File: config.mk
export PLATFORM = sky130hd
export DESIGN_NAME = utf8_to_utf16_transcoder_core
export DESIGN_NICKNAME = d
export VERILOG_FILES = /design/src/rtl/core/u8u16_pkg.sv /design/src/rtl/core/utf8_to_utf16_transcoder_core.sv /design/src/rtl/core/u8u16_decode.sv
export SDC_FILE = /design/constraint.sdc
export NUM_CORES = 1
export LEC_CHECK = 0
export ABC_CLOCK_PERIOD_IN_PS = 11100
export BUFFER_PORTS_ARGS = -buffer_cell sky130_fd_sc_hd__clkbuf_2
export CAP_MARGIN = 0
export CORE_UTILIZATION = 40
export CTS_CLUSTER_SIZE = 10
export DETAILED_ROUTE_END_ITERATION = 8
export GPL_TIMING_DRIVEN = 1
export PLACE_DENSITY = 0.6
export SKIP_LAST_GASP = 1
export SYNTH_ARGS = -nofsm -noshare
export SYNTH_HDL_FRONTEND = slang
export SYNTH_SLANG_ARGS = --single-unit
File: constraint.sdc
create_clock -name clk_i -period 11.1 [get_ports clk_i]
set_clock_uncertainty 0.2 [all_clocks]
set_input_delay 1.11 -clock clk_i [delete_from_list [all_inputs] [get_ports clk_i]]
set_output_delay 1.11 -clock clk_i [all_outputs]
set_load 0.03 [all_outputs]
File: src/rtl/core/u8u16_pkg.sv
// ----------------------------------------------------------------------------
// u8u16_pkg
// Shared types and constants for the UTF-8 to UTF-16 transcoder.
// ----------------------------------------------------------------------------
package u8u16_pkg;

  localparam int unsigned ByteW  = 8;
  localparam int unsigned UnitW  = 16;
  localparam int unsigned AccW   = 31;  // 1 lead bit + 5 x 6 continuation bits
  localparam int unsigned PendW  = 3;
  localparam int unsigned QDepth = 3;   // result queue entries
  localparam int unsigned QCntW  = 2;

  localparam logic [UnitW-1:0] HiSurrBase = 16'hD800;
  localparam logic [UnitW-1:0] LoSurrBase = 16'hDC00;
  localparam logic [20:0]      SuppBase   = 21'h10000;
  localparam logic [5:0]       ContMask   = 6'h3F;

  // lead byte thresholds
  localparam logic [ByteW-1:0] Lead2 = 8'hC0;
  localparam logic [ByteW-1:0] Lead3 = 8'hE0;
  localparam logic [ByteW-1:0] Lead4 = 8'hF0;
  localparam logic [ByteW-1:0] Lead5 = 8'hF8;
  localparam logic [ByteW-1:0] Lead6 = 8'hFC;
  localparam logic [ByteW-1:0] LeadX = 8'hFE;
  localparam logic [ByteW-1:0] ContLo = 8'h80;

  typedef struct packed {
    logic [UnitW-1:0] unit;
    logic             last;
    logic             bad;
  } res_t;

  typedef struct packed {
    logic [PendW-1:0] pend;
    logic [AccW-1:0]  acc;
    logic             drop;
  } state_t;

  typedef struct packed {
    state_t     nxt;
    logic [1:0] num;
    res_t       r0;
    res_t       r1;
  } step_t;

endpackage

File: src/rtl/core/utf8_to_utf16_transcoder_core.sv
// ----------------------------------------------------------------------------
// utf8_to_utf16_transcoder_core
// Streaming UTF-8 to UTF-16 transcoder with surrogate pair output.
// ----------------------------------------------------------------------------
// Takes one UTF-8 byte per cycle, unless the result queue holds back decoding,
// and returns UTF-16 code units. Each byte passes an input register, one step
// of decode logic and lands in a three-entry result queue; the first unit of a
// code point reaches the output once its last byte has passed the input
// register and been decoded into the queue. A code point above 0xFFFF yields
// two units, which the queue absorbs, so with a sink that is always ready the
// block sustains one byte per cycle. The byte in the input register is decoded
// whenever the queue, after this cycle's output handshake, holds at most one
// unit; a new input request is taken whenever the input register is empty or
// its byte is being decoded. Errors give a single zero unit with tlast and
// tuser set, and the rest of the string up to its last byte is dropped.
module utf8_to_utf16_transcoder_core (
  input  logic        clk_i,
  input  logic        rst_ni,
  input  logic        s_axis_tvalid,
  output logic        s_axis_tready,
  input  logic [7:0]  s_axis_tdata,   // [7:0] data_byte
  input  logic        s_axis_tlast,   // end_of_text
  output logic        m_axis_tvalid,
  input  logic        m_axis_tready,
  output logic [15:0] m_axis_tdata,   // [15:0] code_unit
  output logic        m_axis_tlast,   // final_unit
  output logic        m_axis_tuser    // bad_sequence
);

  logic                             in_v_q;
  logic [u8u16_pkg::ByteW-1:0]      in_byte_q;
  logic                             in_last_q;
  u8u16_pkg::state_t                st_q, st_d;
  u8u16_pkg::step_t                 step;
  u8u16_pkg::res_t                  q_q [u8u16_pkg::QDepth];
  u8u16_pkg::res_t                  q_d [u8u16_pkg::QDepth];
  logic [u8u16_pkg::QCntW-1:0]      cnt_q, cnt_d, cnt_left;
  logic                             deq, fire;

  u8u16_decode u_decode (
    .st_i   (st_q),
    .byte_i (in_byte_q),
    .last_i (in_last_q),
    .step_o (step)
  );

  assign deq           = m_axis_tvalid && m_axis_tready;
  assign cnt_left      = cnt_q - u8u16_pkg::QCntW'(deq);
  assign fire          = in_v_q && (cnt_left <= 2'd1);
  assign s_axis_tready = !in_v_q || fire;

  assign m_axis_tvalid = (cnt_q != '0);
  assign m_axis_tdata  = q_q[0].unit;
  assign m_axis_tlast  = q_q[0].last;
  assign m_axis_tuser  = q_q[0].bad;

  assign st_d = fire ? step.nxt : st_q;

  always_comb begin
    for (int i = 0; i < u8u16_pkg::QDepth; i++) begin
      if (deq && i < u8u16_pkg::QDepth - 1) q_d[i] = q_q[i+1];
      else                                  q_d[i] = q_q[i];
    end
    cnt_d = cnt_left;
    if (fire) begin
      if (step.num != 2'd0) q_d[cnt_left] = step.r0;
      if (step.num == 2'd2) q_d[u8u16_pkg::QCntW'(cnt_left + 2'd1)] = step.r1;
      cnt_d = cnt_left + step.num;
    end
  end

  always_ff @(posedge clk_i or negedge rst_ni) begin
    if (!rst_ni) begin
      in_v_q <= 1'b0;
      st_q   <= '0;
      cnt_q  <= '0;
    end else begin
      if (s_axis_tready) in_v_q <= s_axis_tvalid;
      st_q  <= st_d;
      cnt_q <= cnt_d;
    end
  end

  always_ff @(posedge clk_i) begin
    if (s_axis_tvalid && s_axis_tready) begin
      in_byte_q <= s_axis_tdata;
      in_last_q <= s_axis_tlast;
    end
    q_q <= q_d;
  end

endmodule

File: src/rtl/core/u8u16_decode.sv
// ----------------------------------------------------------------------------
// u8u16_decode
// One UTF-8 byte step: next sequence state and up to two UTF-16 results.
// ----------------------------------------------------------------------------
module u8u16_decode (
  input  u8u16_pkg::state_t             st_i,
  input  logic [u8u16_pkg::ByteW-1:0]   byte_i,
  input  logic                          last_i,
  output u8u16_pkg::step_t              step_o
);

  logic                            err;
  logic [u8u16_pkg::PendW-1:0]     pend;
  logic [u8u16_pkg::AccW-1:0]      acc;
  logic                            too_big;
  logic [20:0]                     v;

  assign too_big = (|acc[u8u16_pkg::AccW-1:21]) || (acc[20] && (|acc[19:16]));
  assign v       = acc[20:0] - u8u16_pkg::SuppBase;

  always_comb begin
    step_o     = '0;
    step_o.nxt = st_i;
    err        = 1'b0;
    pend       = st_i.pend;
    acc        = st_i.acc;

    if (st_i.drop) begin
      // skip the rest of a failed string
      if (last_i) step_o.nxt.drop = 1'b0;
    end else begin
      if (st_i.pend == '0) begin
        if (byte_i < u8u16_pkg::ContLo) begin
          acc = u8u16_pkg::AccW'(byte_i);
        end else if (byte_i < u8u16_pkg::Lead2) begin
          err = 1'b1;
        end else if (byte_i < u8u16_pkg::Lead3) begin
          acc = u8u16_pkg::AccW'(byte_i[4:0]); pend = 3'd1;
        end else if (byte_i < u8u16_pkg::Lead4) begin
          acc = u8u16_pkg::AccW'(byte_i[3:0]); pend = 3'd2;
        end else if (byte_i < u8u16_pkg::Lead5) begin
          acc = u8u16_pkg::AccW'(byte_i[2:0]); pend = 3'd3;
        end else if (byte_i < u8u16_pkg::Lead6) begin
          acc = u8u16_pkg::AccW'(byte_i[1:0]); pend = 3'd4;
        end else if (byte_i < u8u16_pkg::LeadX) begin
          acc = u8u16_pkg::AccW'(byte_i[0]);   pend = 3'd5;
        end else begin
          err = 1'b1;
        end
      end else begin
        if (byte_i < u8u16_pkg::ContLo || byte_i >= u8u16_pkg::Lead2) begin
          err = 1'b1;
        end else begin
          acc  = {st_i.acc[u8u16_pkg::AccW-7:0], byte_i[5:0] & u8u16_pkg::ContMask};
          pend = st_i.pend - 3'd1;
        end
      end

      if (!err) begin
        if (pend != '0) begin
          if (last_i) begin
            err = 1'b1;
          end else begin
            step_o.nxt.pend = pend;
            step_o.nxt.acc  = acc;
          end
        end else begin
          step_o.nxt.pend = '0;
          step_o.nxt.acc  = '0;
          if (too_big) begin
            err = 1'b1;
          end else if (acc[20:16] == '0) begin
            step_o.num     = 2'd1;
            step_o.r0.unit = acc[15:0];
            step_o.r0.last = last_i;
          end else begin
            // surrogate pair, high unit first
            step_o.num     = 2'd2;
            step_o.r0.unit = u8u16_pkg::HiSurrBase | {6'd0, v[19:10]};
            step_o.r1.unit = u8u16_pkg::LoSurrBase | {6'd0, v[9:0]};
            step_o.r1.last = last_i;
          end
        end
      end

      if (err) begin
        step_o.nxt.pend = '0;
        step_o.nxt.acc  = '0;
        step_o.nxt.drop = !last_i;
        step_o.num      = 2'd1;
        step_o.r0.unit  = '0;
        step_o.r0.last  = 1'b1;
        step_o.r0.bad   = 1'b1;
        step_o.r1       = '0;
      end
    end
  end

endmodule
Word-level counts from Yosys, hierarchy flattened

Cells that the tools add are included.

Add/sub/neg operators: 5
Magnitude comparators: 13
Equality and inequality tests: 3
Mux-type cells: 65
Bitwise operators: 3
Reduce and logical (&&, ||, !) cells: 19

Operators by type and width:

| cell                     | number |
|---|---|
| $mux W31                 | 11 |
| $mux W54                 | 4 |
| $bwmux W54               | 2 |
| $mux W34                 | 3 |
| $mux W18                 | 5 |
| $mux W73                 | 1 |
| $demux W18 S2            | 2 |
| $mux W17                 | 4 |
| $mux W19                 | 3 |
| $lt A8 B8 Y1 const B     | 7 |
| $mux W38                 | 1 |
| $mux W3                  | 10 |
| $sub A20 B17 Y20 const B | 1 |
| $mux W1                  | 18 |
| $reduce_or A10 Y1        | 1 |
| $ge A8 B8 Y1 const B     | 1 |
| $ge A3 B3 Y1 const B     | 2 |
| $logic_and A1 B1 Y1      | 6 |
| $lt A3 B1 Y1 const B     | 2 |
| $not A2 Y3               | 2 |
| $logic_not A5 Y1         | 1 |
| $reduce_and A4 Y1        | 1 |
| $reduce_bool A2 Y1       | 2 |
| $reduce_or A4 Y1         | 1 |
| 14 further kinds         | 17 |

Register bits after elaboration: 101
Input bits: 13
Logic and storage cells: 124

Depth between registers and ports, before layout

Depth in word-level cells: 26
Mapped depth: 15
Depth with buffers taken out: 12

By module

From an unflattened synthesis, not the netlist that was laid out.

Cell total of the unflattened synthesis: 736
Area, all modules: 6407.4 µm²

By module, submodules not included:

| module                        | instances | cells an instance | area an instance (µm²) |
|---|---|---|---|
| utf8_to_utf16_transcoder_core | 1         | 456               | 4453.0 |
| u8u16_decode                  | 1         | 280               | 1954.4 |

Least setup slack after synthesis

OpenSTA, ideal clock, no wires.

Path kind: input port to flip-flop
Start point: input port m_axis_tready
End point: register q_q (netlist bit m_axis_tdata[12])
Arrival: 4014 ps
Setup slack: 6770 ps
Stages: 11
Path through: nand2_1 > inv_1 > clkbuf_1 > ha_1 > xor2_1 > nor2_1 > nand2_1 > a21oi_1 > buf_2 > a21oi_1 > a31o_1

RTL lines:

| what                 | line                                | RTL |
|---|---|---|
| start, declared      | utf8_to_utf16_transcoder_core.sv:24 | `input logic m_axis_tready,` |
| end signal, assigned | utf8_to_utf16_transcoder_core.sv:89 | `q_q <= q_d;` |
| end, declared        | utf8_to_utf16_transcoder_core.sv:35 | `u8u16_pkg::res_t q_q [u8u16_pkg::QDepth];` |

Worst setup path in the final report

Start point: input port m_axis_tready
End point: output port s_axis_tready

Longest elaborated chain between the ends: 5

Ends and longest elaborated chain:

| what                | line                                | RTL |
|---|---|---|
| $logic_and A1 B1 Y1 | utf8_to_utf16_transcoder_core.sv:47 | `assign deq = m_axis_tvalid && m_axis_tready;` |
| $sub A2 B1 Y2       | utf8_to_utf16_transcoder_core.sv:48 | `assign cnt_left = cnt_q - u8u16_pkg::QCntW'(deq);` |
| $le A2 B1 Y1        | utf8_to_utf16_transcoder_core.sv:49 | `assign fire = in_v_q && (cnt_left <= 2'd1);` |
| $logic_and A1 B1 Y1 | utf8_to_utf16_transcoder_core.sv:49 |  |
| $logic_or A1 B1 Y1  | utf8_to_utf16_transcoder_core.sv:50 | `assign s_axis_tready = !in_v_q \|\| fire;` |
| end, declared       | utf8_to_utf16_transcoder_core.sv:20 | `output logic s_axis_tready,` |

No other way between the ends.

==> impl_metrics.prom <==
# TYPE chip_impl_metric gauge
chip_impl_info{name="setup.worst_path.end",value="s_axis_tready"} 1
chip_impl_metric{name="yosysTopAreaCellShare",unit=""} 0.164
chip_impl_metric{name="dieWidth",unit="um"} 123
chip_impl_metric{name="synth_fa_ha_area_frac",unit=""} 0.00861
chip_impl_metric{name="postCtsSetupBuffers",unit=""} 0
chip_impl_metric{name="synth_edf_count",unit=""} 27
chip_impl_metric{name="worst_skew_pair.late_latency",unit="ns"} 0.36
chip_impl_metric{name="num_io_pins",unit=""} 33
chip_impl_metric{name="detailed_route_wire_length_per_cell",unit="um"} 19.2
chip_impl_metric{name="area_of_the_placeable_core",unit="mm2"} 0.0140
chip_impl_info{name="dominant_cell_by_count_in_the_synthesized_netlist",value="sky130_fd_sc_hd__nand2_1"} 1
chip_impl_metric{name="number_of_antenna_violations_at_the_first_check_in_global_routing",unit=""} 0
chip_impl_metric{name="whs",unit="ns"} 0.308
chip_impl_metric{name="syn-cell-area",unit="mm2"} 0.00582
chip_impl_info{name="cts_root_buf",value="sky130_fd_sc_hd__clkbuf_16"} 1
chip_impl_metric{name="min_period",unit="ns"} 4.32
chip_impl_metric{name="syn_inst",unit=""} 605
chip_impl_metric{name="setup_viol",unit=""} 0
chip_impl_metric{name="worst_slew_pin_slew",unit="ns"} 1.05
chip_impl_metric{name="hold_viol",unit=""} 0
chip_impl_metric{name="fp.dieH",unit="um"} 123
chip_impl_info{name="crit_start",value="m_axis_tready"} 1
chip_impl_metric{name="yosys-mux-area-fraction",unit=""} 0.0372
chip_impl_metric{name="place_inst",unit=""} 770
chip_impl_metric{name="grt_use_met2",unit=""} 0.334
chip_impl_metric{name="post_drt_antenna_nets",unit=""} 0
chip_impl_metric{name="seqPwrFrac",unit=""} 0.334
chip_impl_info{name="rsz_0062_raised_after_global_routing",value="false"} 1
chip_impl_metric{name="gr_util_all_layers",unit=""} 0.216
chip_impl_metric{name="synth_compound_area_frac",unit=""} 0.273
chip_impl_metric{name="asyncSetResetFlopFracSynth",unit=""} 0.376
chip_impl_metric{name="fmax",unit="MHz"} 231
chip_impl_metric{name="leakage",unit="nW"} 2.45
chip_impl_info{name="netlist_top_cells_area",value="sky130_fd_sc_hd__dfrtp_1 (16%), sky130_fd_sc_hd__edfxtp_1 (14%), sky130_fd_sc_hd__dfxtp_1 (12%), sky130_fd_sc_hd__nand2_1 (5.4%), sky130_fd_sc_hd__a21oi_1 (3.8%)"} 1
chip_impl_metric{name="remaining_global_route_overflow",unit=""} 0
chip_impl_metric{name="postSynthRegisterBits",unit=""} 101
chip_impl_metric{name="drt_iter0_markers",unit=""} 411
chip_impl_metric{name="vdd.ir_drop.worst",unit="V"} 0.000131
chip_impl_metric{name="crit_path_max_fanout",unit=""} 32
chip_impl_info{name="hp-class",value="reg -> reg"} 1
chip_impl_metric{name="powerDensity",unit="mW/mm2"} 310
chip_impl_metric{name="layoutNonFillerInstCount",unit=""} 786
chip_impl_metric{name="die_area",unit="mm2"} 0.0150
chip_impl_metric{name="slew_headroom",unit=""} 0.299
chip_impl_info{name="critical_path.startpoint_type",value="input port"} 1
chip_impl_metric{name="groute.layer.met1.usage",unit=""} 0.302
chip_impl_info{name="synth_top_family_by_area",value="compound AO/OA/AOI/OAI gates"} 1
chip_impl_metric{name="cts.reportedPaths.clkPinSlew",unit="ns"} 0.07
chip_impl_metric{name="post_drt_via_cell_ratio",unit=""} 6.05
chip_impl_metric{name="via_count",unit=""} 4758
chip_impl_metric{name="fraction_of_layout_cells_with_a_size_suffix_above_1",unit=""} 0.162
chip_impl_metric{name="net-switching-power",unit="mW"} 0.901
chip_impl_info{name="yosys.area.top_type",value="sky130_fd_sc_hd__dfrtp_1"} 1
chip_impl_metric{name="cts_repair_resize_count",unit=""} 0
chip_impl_metric{name="synth_simple_gate_area_share",unit=""} 0.175
chip_impl_info{name="r2r_end",value="q_q[29]$_DFF_P_"} 1
chip_impl_metric{name="fin_crit_sh",unit=""} 0.389
chip_impl_metric{name="dpl.hpwl",unit="um"} 10300
chip_impl_metric{name="setup_total_negative_slack",unit="ns"} 0
chip_impl_info{name="timing.setup.critical_path_class",value="in -> out"} 1
chip_impl_metric{name="finalInstanceArea",unit="mm2"} 0.00622
chip_impl_metric{name="worst-endpoint-arrival",unit="ns"} 3.01
chip_impl_metric{name="synthToLayoutAreaGrowth",unit="%"} 6.93
chip_impl_metric{name="tritoncts_num_sinks",unit=""} 101
chip_impl_metric{name="length_in_cells_of_the_worst_reg_to_reg_path",unit=""} 9
chip_impl_metric{name="grt_max_degree",unit=""} 39
chip_impl_metric{name="share_comb_of_total_power",unit=""} 0.507
chip_impl_metric{name="crit_required",unit="ns"} 9.79
chip_impl_metric{name="intPower",unit="mW"} 1.03
chip_impl_metric{name="synth.yosys.seq_area_share",unit=""} 0.427
chip_impl_metric{name="maxCapViolCount",unit=""} 0
chip_impl_metric{name="synth.net_count",unit=""} 622
chip_impl_info{name="worstReg2RegStart",value="st_q[32]$_DFFE_PN0P_"} 1
chip_impl_metric{name="number_of_buffers_inserted_during_clock_tree_synthesis",unit=""} 9
chip_impl_metric{name="drv_slew",unit=""} 0
chip_impl_info{name="busiest_layer",value="met2"} 1
chip_impl_info{name="ys.flop_type",value="sky130_fd_sc_hd__dfrtp_1"} 1
chip_impl_metric{name="cts_max_level",unit=""} 3
chip_impl_metric{name="ctsHoldBuffers",unit=""} 0
chip_impl_info{name="tritoncts",value="done"} 1
chip_impl_metric{name="grt_first_pass_wirelength",unit="um"} 24800
chip_impl_metric{name="max-clock-path-buffers",unit=""} 2
chip_impl_metric{name="n_antenna_cell",unit=""} 0
chip_impl_metric{name="drt_pass1_iterations",unit=""} 5
chip_impl_metric{name="syn-mean-instance-area",unit="um2"} 9.61
chip_impl_metric{name="reg2reg_slack",unit="ns"} 6.99
chip_impl_metric{name="filler_cells_inserted",unit=""} 1345
chip_impl_metric{name="initial_utilization",unit=""} 0.414
chip_impl_metric{name="final_layout_net_count",unit=""} 618
chip_impl_metric{name="via_count_of_the_first_global_routing_pass",unit=""} 4521
chip_impl_metric{name="totalWireLength",unit="um"} 15100
chip_impl_metric{name="post-route-drc-count",unit=""} 0
chip_impl_metric{name="synth_xor_xnor_area_share",unit=""} 0.00753
chip_impl_metric{name="gpl.final_weighted_congestion",unit=""} 0.876
chip_impl_info{name="run_status",value="completed"} 1
chip_impl_metric{name="pwr-share-clk",unit=""} 0.158
chip_impl_metric{name="post_route_core_utilization",unit=""} 0.443
chip_impl_metric{name="placed_area",unit="mm2"} 0.00593
chip_impl_metric{name="grt.met3_usage",unit=""} 0.0311
chip_impl_info{name="synth_common_cells",value="sky130_fd_sc_hd__nand2_1 (83), sky130_fd_sc_hd__a21oi_1 (44), sky130_fd_sc_hd__dfrtp_1 (38), sky130_fd_sc_hd__dfxtp_1 (36), sky130_fd_sc_hd__o21ai_0 (35)"} 1
chip_impl_metric{name="port_buffer_cells",unit=""} 32
chip_impl_info{name="worstSetupEndpointType",value="primary output"} 1
chip_impl_metric{name="power.switching_fraction",unit=""} 0.467
chip_impl_metric{name="standard_cell_row_count",unit=""} 43
chip_impl_metric{name="netlist-cell-type-count",unit=""} 84
chip_impl_metric{name="yosysWarningCount",unit=""} 0
-- flip-flops by register name, summed over array words and instances, names as in the netlist --
signal        count
q_q              36
m_axis_tuser      1
in_byte_q         8
cnt_q             2
m_axis_tlast      1
m_axis_tdata     16
in_last_q         1
in_v_q            1
st_q             35
-- power groups by stage --
| stage | registers (mW) | clock network, mW | logic (mW) |
|---|---|---|---|
| floorplan | 0.617 | 0 | 0.817 |
| global placement | 0.645 | 0 | 0.958 |
| detailed placement | 0.650 | 0 | 0.969 |
| CTS | 0.643 | 0.313 | 0.973 |
| global route | 0.662 | 0.328 | 1.07 |
| finish | 0.645 | 0.306 | 0.979 |
-- area by class of cell --
class,instances,area (um2),area share
Multi-Input combinational cell,430,2920,0.470
Inverter,16,60.1,0.00966
Clock inverter,5,33.8,0.00543
Sequential cell,101,2480,0.399
Tap cell,180,225,0.0362
Timing Repair Buffer,43,243,0.0390
Clock buffer,11,253,0.0406
-- worst max-delay path, stage by stage --
cell,delay (ns)
sky130_fd_sc_hd__clkbuf_2,0.07
sky130_fd_sc_hd__nand2_1,0.04
sky130_fd_sc_hd__buf_4,0.23
sky130_fd_sc_hd__inv_1,0.09
sky130_fd_sc_hd__buf_4,0.37
sky130_fd_sc_hd__ha_1,0.29
sky130_fd_sc_hd__xor2_1,0.42
sky130_fd_sc_hd__nand2_1,0.15
sky130_fd_sc_hd__clkbuf_2,0.21
-- how the worst min path moves through the flow --
| stage | start | to | slack (ns) | cells past startpoint |
|---|---|---|---|---|
| CTS | st_q[27]$_DFFE_PN0P_ | st_q[27]$_DFFE_PN0P_ | 0.31 | 1 |
| global placement | st_q[29]$_DFFE_PN0P_ | st_q[29]$_DFFE_PN0P_ | 0.29 | 1 |
| detailed placement | st_q[27]$_DFFE_PN0P_ | st_q[27]$_DFFE_PN0P_ | 0.30 | 1 |
| global route | st_q[31]$_DFFE_PN0P_ | st_q[31]$_DFFE_PN0P_ | 0.33 | 1 |
| finish | st_q[27]$_DFFE_PN0P_ | st_q[27]$_DFFE_PN0P_ | 0.31 | 1 |
| floorplan | st_q[1]$_DFFE_PN0P_ | st_q[1]$_DFFE_PN0P_ | 0.27 | 2 |
-- kinds of logic after synthesis --
group | Yosys count
xor+xnor | 5
buf+inv | 74
fa+ha+maj | 4
compound gates | 209
simple gates | 191
flops | 101
mux | 21
-- cell usage in the layout (no fill, tap or decap), drive strengths merged, types with 4 or more instances in the layout --
cell type  Yosys  layout
a211o          4       4
a211oi        11      11
a21o           4       4
a21oi         46      46
a221o          6       6
a221oi        10      10
a22o          25      25
a22oi          8       8
a31o           6       6
a31oi         11      11
a32o           4       4
and2          12      12
and3           5       5
buf           40      11
clkbuf        18      43
dfrtp         38      38
dfxtp         36      36
edfxtp        27      27
ha             4       4
inv           16      17
mux2i         19      19
nand2         83      83
nand2b         4       4
nand3         22      22
nand4          5       5
nor2          30      30
nor3          11      11
nor4           5       5
o211ai         6       6
o21ai         39      39
o41ai          4       4
-- metal layers --
metal / share of wire / routed length, um
met1: 0.46 / 7020
met2: 0.46 / 6990
met3: 0.056 / 842
met4: 0.018 / 269
met5: 0 / 0
-- metrics by stage --
step                power [mW]  setup slack [ns]
global placement          1.60              6.80
CTS                       1.93              6.82
global route              2.06              6.63
finish                    1.93              6.78
detailed placement        1.62              6.81
floorplan                 1.43              6.77
(Power assumes the default switching activity.)
